## src/rtl/hsr_pkg.sv

```systemverilog
// ---------------------------------------------------------------------------
// hsr_pkg : shared constants for the two-wire humidity sensor reader
// Phase codes, register indexes, protocol waveform tables and command codes.
// ---------------------------------------------------------------------------
package hsr_pkg;

  // sequencer phases
  localparam logic [2:0] PH_RSTCLK = 3'd0;
  localparam logic [2:0] PH_IDLE   = 3'd1;
  localparam logic [2:0] PH_START  = 3'd2;
  localparam logic [2:0] PH_CMD    = 3'd3;
  localparam logic [2:0] PH_POLL   = 3'd4;
  localparam logic [2:0] PH_READ   = 3'd5;

  // register indexes (paddr[3:2])
  localparam logic [1:0] REG_ENABLE = 2'd0;
  localparam logic [1:0] REG_PERIOD = 2'd1;
  localparam logic [1:0] REG_POLL   = 2'd2;

  localparam int unsigned RESET_CLOCKS = 9;
  localparam logic [32:0] RSTCLK_TICKS = 33'(2 * RESET_CLOCKS);

  // start pattern, bit n is tick n
  localparam logic [6:0] START_SCK  = 7'b0110110;
  localparam logic [6:0] START_DATA = 7'b1100011;

  localparam logic [15:0] CMD_TEMP = 16'd3;
  localparam logic [15:0] CMD_HUM  = 16'd5;

  // output beat layout
  localparam int unsigned OUT_W = 80;

endpackage

```

## src/rtl/hsr_calc.sv

```systemverilog
// ---------------------------------------------------------------------------
// hsr_calc : temperature and humidity compensation
// One shared 25x25 multiplier forms the two products, then a reciprocal
// estimate of the quotient by 1e6. The estimate is multiplied back and fixed
// up by two compare and subtract steps.
// ---------------------------------------------------------------------------
module hsr_calc (
  input  logic               clk_i,
  input  logic               rst_ni,
  input  logic               start_i,
  input  logic [15:0]        temp_word_i,
  input  logic [15:0]        hum_word_i,
  output logic               done_o,
  output logic signed [16:0] temp_centi_o,
  output logic signed [21:0] hum_centi_o
);

  localparam logic [3:0] C_IDLE = 4'd0;
  localparam logic [3:0] C_PREP = 4'd1;
  localparam logic [3:0] C_MUL1 = 4'd2;
  localparam logic [3:0] C_MUL2 = 4'd3;
  localparam logic [3:0] C_SUM  = 4'd4;
  localparam logic [3:0] C_REC  = 4'd5;
  localparam logic [3:0] C_BACK = 4'd6;
  localparam logic [3:0] C_FIX  = 4'd7;
  localparam logic [3:0] C_DONE = 4'd8;

  // floor(2^40 / 1e6); applied to the magnitude shifted down by 16
  localparam logic signed [24:0] RECIP   = 25'sd1099511;
  localparam logic signed [24:0] DIVISOR = 25'sd1000000;
  localparam logic [21:0]        DIV22   = 22'd1000000;

  logic [3:0]         st_q;
  logic [1:0]         cnt_q;
  logic [15:0]        t_q, s_q;
  logic signed [24:0] a_q, b_q, c_q, sx_q;
  logic signed [16:0] tc_q;
  logic signed [49:0] prod_q;
  logic signed [49:0] acc_q;
  logic               neg_q;
  logic [39:0]        mag_q;
  logic [20:0]        quo_q;
  logic [21:0]        rem_q;
  logic signed [24:0] mx, my;
  logic signed [49:0] sum;
  logic [49:0]        mag;
  logic [20:0]        qest;
  logic [39:0]        rem_full;
  logic [21:0]        rem_sub;
  logic               rem_ge;

  // shared multiplier operand select
  always_comb begin
    mx = a_q;
    my = b_q;
    case (st_q)
      C_MUL2: begin
        mx = sx_q;
        my = c_q;
      end
      C_REC: begin
        mx = signed'({1'b0, mag_q[39:16]});
        my = RECIP;
      end
      C_BACK: begin
        mx = signed'({4'd0, qest});
        my = DIVISOR;
      end
      default: ;
    endcase
  end

  assign sum      = acc_q + prod_q;
  assign mag      = sum[49] ? 50'(-sum) : 50'(sum);
  // estimate is low by at most two
  assign qest     = prod_q[44:24];
  assign rem_full = mag_q - prod_q[39:0];
  assign rem_sub  = rem_q - DIV22;
  assign rem_ge   = (rem_q >= DIV22);

  always_ff @(posedge clk_i or negedge rst_ni) begin
    if (!rst_ni) begin
      st_q   <= C_IDLE;
      cnt_q  <= '0;
      done_o <= 1'b0;
    end else begin
      done_o <= 1'b0;
      case (st_q)
        C_IDLE: if (start_i) st_q <= C_PREP;
        C_PREP: st_q <= C_MUL1;
        C_MUL1: st_q <= C_MUL2;
        C_MUL2: st_q <= C_SUM;
        C_SUM:  st_q <= C_REC;
        C_REC:  st_q <= C_BACK;
        C_BACK: begin
          st_q  <= C_FIX;
          cnt_q <= '0;
        end
        C_FIX: begin
          cnt_q <= cnt_q + 2'd1;
          if (cnt_q == 2'd2) st_q <= C_DONE;
        end
        C_DONE: begin
          st_q   <= C_IDLE;
          done_o <= 1'b1;
        end
        default: st_q <= C_IDLE;
      endcase
    end
  end

  // datapath
  always_ff @(posedge clk_i) begin
    case (st_q)
      C_IDLE: begin
        if (start_i) begin
          t_q <= temp_word_i;
          s_q <= hum_word_i;
        end
      end
      C_PREP: begin
        tc_q <= 17'(signed'({1'b0, t_q}) - 18'sd4000);
        a_q  <= 25'(signed'({1'b0, t_q}) - 18'sd6500);
        b_q  <= 25'(26'sd10000 + 26'(s_q) * 26'sd80);
        c_q  <= 25'(27'sd4050000 - 27'(s_q) * 27'sd280);
        sx_q <= 25'(s_q);
      end
      C_MUL1: prod_q <= mx * my;
      C_MUL2: begin
        acc_q  <= prod_q - 50'sd400000000;
        prod_q <= mx * my;
      end
      C_SUM: begin
        neg_q <= sum[49];
        mag_q <= mag[39:0];
      end
      C_REC: prod_q <= mx * my;
      C_BACK: begin
        quo_q  <= qest;
        prod_q <= mx * my;
      end
      C_FIX: begin
        if (cnt_q == 2'd0) begin
          rem_q <= rem_full[21:0];
        end else if (rem_ge) begin
          rem_q <= rem_sub;
          quo_q <= quo_q + 21'd1;
        end
      end
      C_DONE: begin
        temp_centi_o <= tc_q;
        hum_centi_o  <= neg_q ? -{1'b0, quo_q} : {1'b0, quo_q};
      end
      default: ;
    endcase
  end

endmodule

```

## src/rtl/two_wire_humidity_sensor_reader.sv

```systemverilog
// ---------------------------------------------------------------------------
// two_wire_humidity_sensor_reader : two-wire humidity/temperature readout
// Channel  | dir | beat
// s_axis   | in  | one microsecond tick, sampled data line
// m_axis   | out | pin levels, result flag and stored readings for the tick
// apb      | in  | enable, measure period, poll interval
// Input is held off after the last tick of the humidity read until the
// compensation is done: it runs on one shared multiplier, with the
// division by 1e6 done as a reciprocal multiply, a multiply back and two
// correction steps. A held output beat stalls input via s_axis_tready_o.
// Reset is asynchronous, active low, and leaves the sequencer at the start
// of the reset clocks with the block enabled.
// ---------------------------------------------------------------------------
module two_wire_humidity_sensor_reader (
  input  logic        clk_i,
  input  logic        rst_ni,
  input  logic        s_axis_tvalid_i,
  output logic        s_axis_tready_o,
  input  logic [7:0]  s_axis_tdata_i,  // [0] data_in
  output logic        m_axis_tvalid_o,
  input  logic        m_axis_tready_i,
  // [0] sck [1] data_oe [2] data_out [3] result_valid [19:4] temperature_raw
  // [35:20] humidity_raw [52:36] temperature_centi [74:53] humidity_centi
  output logic [79:0] m_axis_tdata_o,
  input  logic        psel,
  input  logic        penable,
  input  logic        pwrite,
  input  logic [3:0]  paddr,
  input  logic [31:0] pwdata,
  output logic [31:0] prdata,
  output logic        pready
);

  logic        en_q;
  logic [31:0] period_q;
  logic [19:0] poll_q;
  logic [2:0]  phase_q, phase_d;
  logic        step_q, step_d;
  logic [31:0] wait_q, wait_d;
  logic [15:0] sh_q, sh_d, tw_q, tw_d, hw_q, hw_d;
  logic        busy_q;
  logic        mval_q;
  logic [79:0] mdat_q;
  logic        sck, oe, dout, fin;
  logic [32:0] t1;
  logic [2:0]  si;
  logic        d;
  logic        acc;
  logic        cdone;
  logic signed [16:0] tc_r;
  logic signed [21:0] hc_r;

  assign pready = 1'b1;
  assign d      = s_axis_tdata_i[0];
  assign s_axis_tready_o = !busy_q && (!mval_q || m_axis_tready_i);
  assign acc    = s_axis_tvalid_i && s_axis_tready_o;
  assign m_axis_tvalid_o = mval_q;
  assign m_axis_tdata_o  = mdat_q;

  // register file
  always_ff @(posedge clk_i or negedge rst_ni) begin
    if (!rst_ni) begin
      en_q     <= 1'b1;
      period_q <= 32'd2000000;
      poll_q   <= 20'd10000;
    end else if (psel && penable && pwrite) begin
      case (paddr[3:2])
        hsr_pkg::REG_ENABLE: en_q     <= pwdata[0];
        hsr_pkg::REG_PERIOD: period_q <= pwdata;
        hsr_pkg::REG_POLL:   poll_q   <= pwdata[19:0];
        default: ;
      endcase
    end
  end

  always_comb begin
    case (paddr[3:2])
      hsr_pkg::REG_ENABLE: prdata = {31'd0, en_q};
      hsr_pkg::REG_PERIOD: prdata = period_q;
      hsr_pkg::REG_POLL:   prdata = {12'd0, poll_q};
      default:             prdata = '0;
    endcase
  end

  // tick sequencer
  assign t1 = {1'b0, wait_q} + 33'd1;
  assign si = (wait_q > 32'd6) ? 3'd6 : wait_q[2:0];

  always_comb begin
    phase_d = phase_q;
    step_d  = step_q;
    wait_d  = wait_q;
    sh_d    = sh_q;
    tw_d    = tw_q;
    hw_d    = hw_q;
    sck = 1'b0; oe = 1'b0; dout = 1'b0; fin = 1'b0;
    if (!en_q) begin
      phase_d = hsr_pkg::PH_RSTCLK;
      wait_d  = '0;
      step_d  = 1'b0;
    end else begin
      case (phase_q)
        hsr_pkg::PH_RSTCLK: begin
          oe = 1'b1; dout = 1'b1; sck = !wait_q[0];
          if (t1 >= hsr_pkg::RSTCLK_TICKS) begin
            phase_d = hsr_pkg::PH_IDLE; wait_d = '0;
          end else wait_d = t1[31:0];
        end
        hsr_pkg::PH_IDLE: begin
          oe = 1'b1; dout = 1'b1;
          if (t1 >= {1'b0, period_q}) begin
            phase_d = hsr_pkg::PH_START; wait_d = '0; step_d = 1'b0;
          end else wait_d = t1[31:0];
        end
        hsr_pkg::PH_START: begin
          oe = 1'b1; sck = hsr_pkg::START_SCK[si]; dout = hsr_pkg::START_DATA[si];
          if (si == 3'd6) begin
            phase_d = hsr_pkg::PH_CMD; wait_d = '0;
            sh_d = step_q ? hsr_pkg::CMD_HUM : hsr_pkg::CMD_TEMP;
          end else wait_d = 32'(si) + 32'd1;
        end
        hsr_pkg::PH_CMD: begin
          if (wait_q < 32'd16) begin
            oe = 1'b1; dout = sh_q[7]; sck = wait_q[0];
            if (wait_q[0]) sh_d = {sh_q[14:0], 1'b0};
            wait_d = t1[31:0];
          end else begin
            sck = (wait_q == 32'd17);
            if (wait_q >= 32'd18) begin
              phase_d = hsr_pkg::PH_POLL; wait_d = '0;
            end else wait_d = t1[31:0];
          end
        end
        hsr_pkg::PH_POLL: begin
          if (t1 >= {13'd0, poll_q}) begin
            wait_d = '0;
            if (!d) begin
              phase_d = hsr_pkg::PH_READ; sh_d = '0;
            end
          end else wait_d = t1[31:0];
        end
        hsr_pkg::PH_READ: begin
          if (wait_q < 32'd16 || (wait_q >= 32'd18 && wait_q < 32'd34)) begin
            if (!wait_q[0]) begin
              sck = 1'b1; sh_d = {sh_q[14:0], d};
            end
            wait_d = t1[31:0];
          end else if (wait_q < 32'd18) begin
            oe = 1'b1; dout = 1'b0; sck = (wait_q == 32'd16);
            wait_d = t1[31:0];
          end else begin
            oe = 1'b1; dout = 1'b1; sck = (wait_q == 32'd34);
            if (wait_q >= 32'd35) begin
              wait_d = '0;
              if (!step_q) begin
                tw_d = sh_q; step_d = 1'b1; phase_d = hsr_pkg::PH_START;
              end else begin
                hw_d = sh_q; fin = 1'b1; step_d = 1'b0; phase_d = hsr_pkg::PH_IDLE;
              end
            end else wait_d = t1[31:0];
          end
        end
        default: begin
          phase_d = hsr_pkg::PH_RSTCLK; wait_d = '0; step_d = 1'b0;
        end
      endcase
    end
  end

  always_ff @(posedge clk_i or negedge rst_ni) begin
    if (!rst_ni) begin
      phase_q <= hsr_pkg::PH_RSTCLK;
      step_q  <= 1'b0;
      wait_q  <= '0;
      sh_q    <= '0;
      tw_q    <= '0;
      hw_q    <= '0;
      busy_q  <= 1'b0;
    end else begin
      if (acc) begin
        phase_q <= phase_d;
        step_q  <= step_d;
        wait_q  <= wait_d;
        sh_q    <= sh_d;
        tw_q    <= tw_d;
        hw_q    <= hw_d;
      end
      if (acc && fin) busy_q <= 1'b1;
      else if (cdone)  busy_q <= 1'b0;
    end
  end

  hsr_calc u_calc (
    .clk_i        (clk_i),
    .rst_ni       (rst_ni),
    .start_i      (acc && fin),
    .temp_word_i  (tw_q),
    .hum_word_i   (hw_d),
    .done_o       (cdone),
    .temp_centi_o (tc_r),
    .hum_centi_o  (hc_r)
  );

  // result register; results are zero until the first computation
  logic        rv_q;
  always_ff @(posedge clk_i or negedge rst_ni) begin
    if (!rst_ni) rv_q <= 1'b0;
    else if (cdone) rv_q <= 1'b1;
  end

  // output beat
  always_ff @(posedge clk_i or negedge rst_ni) begin
    if (!rst_ni) begin
      mval_q <= 1'b0;
      mdat_q <= '0;
    end else begin
      if (cdone) begin
        mval_q <= 1'b1;
        mdat_q <= {5'd0, hc_r, tc_r, hw_q, tw_q, 1'b1, 1'b1, 1'b1, 1'b0};
      end else if (acc && !fin) begin
        mval_q <= 1'b1;
        mdat_q <= {5'd0, rv_q ? hc_r : 22'sd0, rv_q ? tc_r : 17'sd0,
                   hw_d, tw_d, 1'b0, dout, oe, sck};
      end else if (m_axis_tready_i) begin
        mval_q <= 1'b0;
      end
    end
  end

  // checks
  a_busy_stall: assert property (@(posedge clk_i) disable iff (!rst_ni)
    busy_q |-> !s_axis_tready_o) else $error("tick taken during compute");
  a_done_free: assert property (@(posedge clk_i) disable iff (!rst_ni)
    cdone |-> (!mval_q && busy_q)) else $error("result with beat pending");
  a_dis_hold: assert property (@(posedge clk_i) disable iff (!rst_ni)
    (acc && !en_q) |=> (phase_q == hsr_pkg::PH_RSTCLK && wait_q == 32'd0))
    else $error("disabled sequencer not held");

endmodule

```

## config.mk

```make
export PLATFORM = sky130hd
export DESIGN_NAME = two_wire_humidity_sensor_reader
export DESIGN_NICKNAME = d
export VERILOG_FILES = /design/src/rtl/hsr_pkg.sv /design/src/rtl/hsr_calc.sv /design/src/rtl/two_wire_humidity_sensor_reader.sv
export SDC_FILE = /design/constraint.sdc
export NUM_CORES = 2
export LEC_CHECK = 0
export ABC_AREA = 1
export BUFFER_PORTS_ARGS = -buffer_cell sky130_fd_sc_hd__buf_2
export CORE_ASPECT_RATIO = 0.7
export CORE_MARGIN = 5
export CORE_UTILIZATION = 60
export CTS_BUF_LIST = sky130_fd_sc_hd__clkbuf_16
export DETAILED_ROUTE_END_ITERATION = 10
export HOLD_SLACK_MARGIN = 0.02
export PLACE_DENSITY = 0.77
export SYNTH_ARGS = -nofsm -noshare
export SYNTH_HDL_FRONTEND = slang
export SYNTH_SLANG_ARGS = --single-unit
```

## constraint.sdc

```tcl
create_clock -name clk_i -period 28.8 [get_ports clk_i]
set_input_delay 5.76 -clock clk_i [delete_from_list [all_inputs] [get_ports clk_i]]
set_output_delay 5.76 -clock clk_i [all_outputs]
set_load 0.02 [all_outputs]
```

==> results.toml <==
[clock_network]
root_buffer = "clkbuf_16"
cts_hold_buffers = 0
cts_setup_buffers = 0
clk_latency_ps = 660
post_cts_resized = 0
clk_pin_slew_ps = 70
clock_path_buffers = 3
cts_inserted_buffers = 53
clock-sinks = 566
cts_tree = "yes"
htreeDepth = 2

[worst_setup_path]
required_ps = 23040
crit_path_max_fanout = 22
cp-end-kind = "output port"
start_kind = "input port"
worstPathArrival_ps = 7100
rrSetupSlack_ps = 17800
worstSetupPathType = "input port to output port"
reg2reg_depth = 32
rr_startpoint = "u_calc.st_q[3]"
worstReg2RegEnd = "u_calc.prod_q[48]"

[synthesis]
yosys_warnings = 0
ys_ff_latch = 566
synth_area_leaders = "fa_1 (23%), edfxtp_1 (18%), nand2_1 (11%)"
synth_area_per_cell_sq_um = 8.24
yosysUniqueCellTypes = 70
synth-edff-count = 344
ys_seq_area_share_pct = 27.4
yosysTopAreaCell = "fa_1"
syn_inst = 7033
synthFlopType = "edfxtp_1"
netlist_area_sq_um = 57900
synthMostInstantiatedCell = "nand2_1"
synth_commonest_cells = "nand2_1 (1638), inv_1 (1555), fa_1 (670), nor2_1 (635), ha_1 (354)"
synthArstFlopShare_pct = 39.2
yosysTopAreaCellShare_pct = 23.2

[min_path]
hold_class = "register to register"
whs_endpoint = "u_calc.temp_centi_o[8]"
hold_depth = 0
min_from = "u_calc.tc_q[8]"

[detailed_routing]
finalWirelength_microns = 174000
first_pass_iters = 6
post_drt_wl_per_cell_microns = 20.6
drc = 0
drt_iter0_drc = 4961
final_antenna_net_count = 0
vias = 47700
routed_via_density = 5.64

[global_routing]
antenna_found_initial = 1
grt_pass1_wl_microns = 270000
grt_overflow_total = 0
grt_pass1_vias = 46900
grt_max_degree = 109
grt_util_all_layers_pct = 33.9

[floorplan]
io_pins = 166
core_area_sq_um = 95900
start_util_pct = 60.4
num_rows = 95
die_w_microns = 381
die_h_microns = 270
die_area_sq_um = 103000

[finish]
final_core_util_pct = 64.6
drive_gt1_share_pct = 5.48
layout.nets = 8234
synthToLayoutAreaGrowth_pct = 7.01

[sta]
fmax_mhz = 77.7
slew_headroom_pct = 22.9
finalCritPeriodShare_pct = 44.7
skew_ps = 57.1
tns_ps = 0
setup_viol = 0
rsz0062_at_grt = "no"
drv_slew = 0
hold_viol_final = 0
fin_crit_ps = 12860
tightest_slew_ps = 1160

[power_and_ir_drop]
leakagePower_nw = 31.9
pwr_density_cell_nw_per_um2 = 40.1
ir_worst_vdd_uv = 44.0

[place]
hpwl_microns = 140000
port_buffers = 150
place.gp.congestion = 1.01

[run_status]
status = "complete, no violations"

[flow_run]
drv_cap = 0
## critical path: stages
cell and delay [ps]:
buf_2 110, inv_1 60, nand2_1 340, buf_4 380
o22ai_1 210, buf_2 230
## power breakdown
part	internal, mW	switching, mW	leakage (nW)
Sequential	0.937	0.0428	5.88
Combinational	0.244	0.516	25.1
Clock	0.400	0.346	0.908
## how the worst max path moves through the flow
stage	from	to	slack, ps	cells past startpoint
after global routing	paddr[3]	prdata[16]	15830	6
after detailed placement	paddr[3]	prdata[16]	15980	6
after floorplan	paddr[3]	prdata[17]	16540	4
after CTS	paddr[3]	prdata[16]	15980	6
final	paddr[3]	prdata[7]	15940	6
after global placement	paddr[3]	prdata[7]	15990	6
## layout make-up
type	count	area, sq um
multi-input cells	4763	35600
fillers	8118	33900
flip-flops and latches	566	15900
inverters	1565	5870
well taps	1261	1580
clock buffers	55	1380
repair buffers	210	1210
clock inverters	45	434
diodes	1	2.50
## per-layer routing
metal / up-vias / GRT usage (%) / share of wire [%]
met4: 0 / 8.07 / 2.7
met3: 307 / 10.7 / 13
met2: 2470 / 48.3 / 41
met1: 23100 / 50.7 / 43
met5: - / 0 / 0
li1: 21900 / - / -
## stage by stage
stage | hold WS [ps] | worst slack, ps | cell area [sq um] | instances | power (mW)
2_1_floorplan | 400 | 16540 | 58100 | 7065 | 1.49
3_3_place_gp | 404 | 15990 | 60200 | 8365 | 1.72
3_5_place_dp | 405 | 15980 | 60200 | 8365 | 1.73
4_1_cts | 422 | 15980 | 62000 | 8465 | 2.47
5_1_grt | 429 | 15830 | 62000 | 8465 | 2.61
6_report | 422 | 15940 | 62000 | 8466 | 2.48
## registers in the layout, summed over array words and instances (netlist names), 17 cells and up
| name | count |
|---|---|
| u_calc.b_q | 20 |
| u_calc.mag_q | 40 |
| u_calc.quo_q | 21 |
| poll_q | 20 |
| u_calc.acc_q | 50 |
| u_calc.temp_centi_o | 17 |
| u_calc.hum_centi_o | 22 |
| m_axis_tdata_o | 75 |
| period_q | 32 |
| wait_q | 32 |
| u_calc.tc_q | 17 |
| u_calc.prod_q | 50 |
| u_calc.rem_q | 22 |
| u_calc.c_q | 21 |
## logic make-up after synthesis
| kind of cell | Yosys count | synth area share, % |
|---|---|---|
| flip-flops | 566 | 27.4 |
| adder cells (fa/ha/maj) | 1024 | 30.8 |
| XOR/XNOR | 271 | 4.14 |
| AND/OR/NAND/NOR | 2709 | 18.9 |
| multiplexers | 1 | 0.0173 |
| AO/OA/AOI/OAI | 724 | 7.16 |
| other | 2 | 0.0130 |
| buffers and inverters | 1736 | 11.5 |
## cells in the final DEF (no fill, tap or decap), types with 10 or more instances in the layout
| cell type | netlist | layout |
|---|---|---|
| a21oi_1 | 201 | 201 |
| a22oi_1 | 11 | 11 |
| a31oi_1 | 30 | 30 |
| buf_2 | 54 | 149 |
| buf_4 | 10 | 60 |
| clkbuf_16 | 0 | 55 |
| clkinv_1 | 5 | 10 |
| clkinv_2 | 0 | 11 |
| conb_1 | 2 | 34 |
| dfrtp_1 | 209 | 209 |
| dfstp_2 | 13 | 13 |
| edfxtp_1 | 344 | 344 |
| fa_1 | 670 | 670 |
| ha_1 | 354 | 354 |
| inv_1 | 1555 | 1560 |
| nand2_1 | 1638 | 1638 |
| nand3_1 | 230 | 230 |
| nand4_1 | 79 | 79 |
| nor2_1 | 635 | 627 |
| nor2_2 | 11 | 14 |
| nor3_1 | 59 | 57 |
| nor4_1 | 15 | 15 |
| o2111ai_1 | 15 | 10 |
| o211ai_1 | 28 | 28 |
| o21a_1 | 12 | 12 |
| o21ai_0 | 301 | 299 |
| o21ai_1 | 22 | 22 |
| o21ai_2 | 12 | 13 |
| o21bai_1 | 16 | 16 |
| o22ai_1 | 27 | 27 |
| xnor2_1 | 71 | 71 |
| xor2_1 | 197 | 197 |
Note: power is estimated with default switching activity, not from simulation.
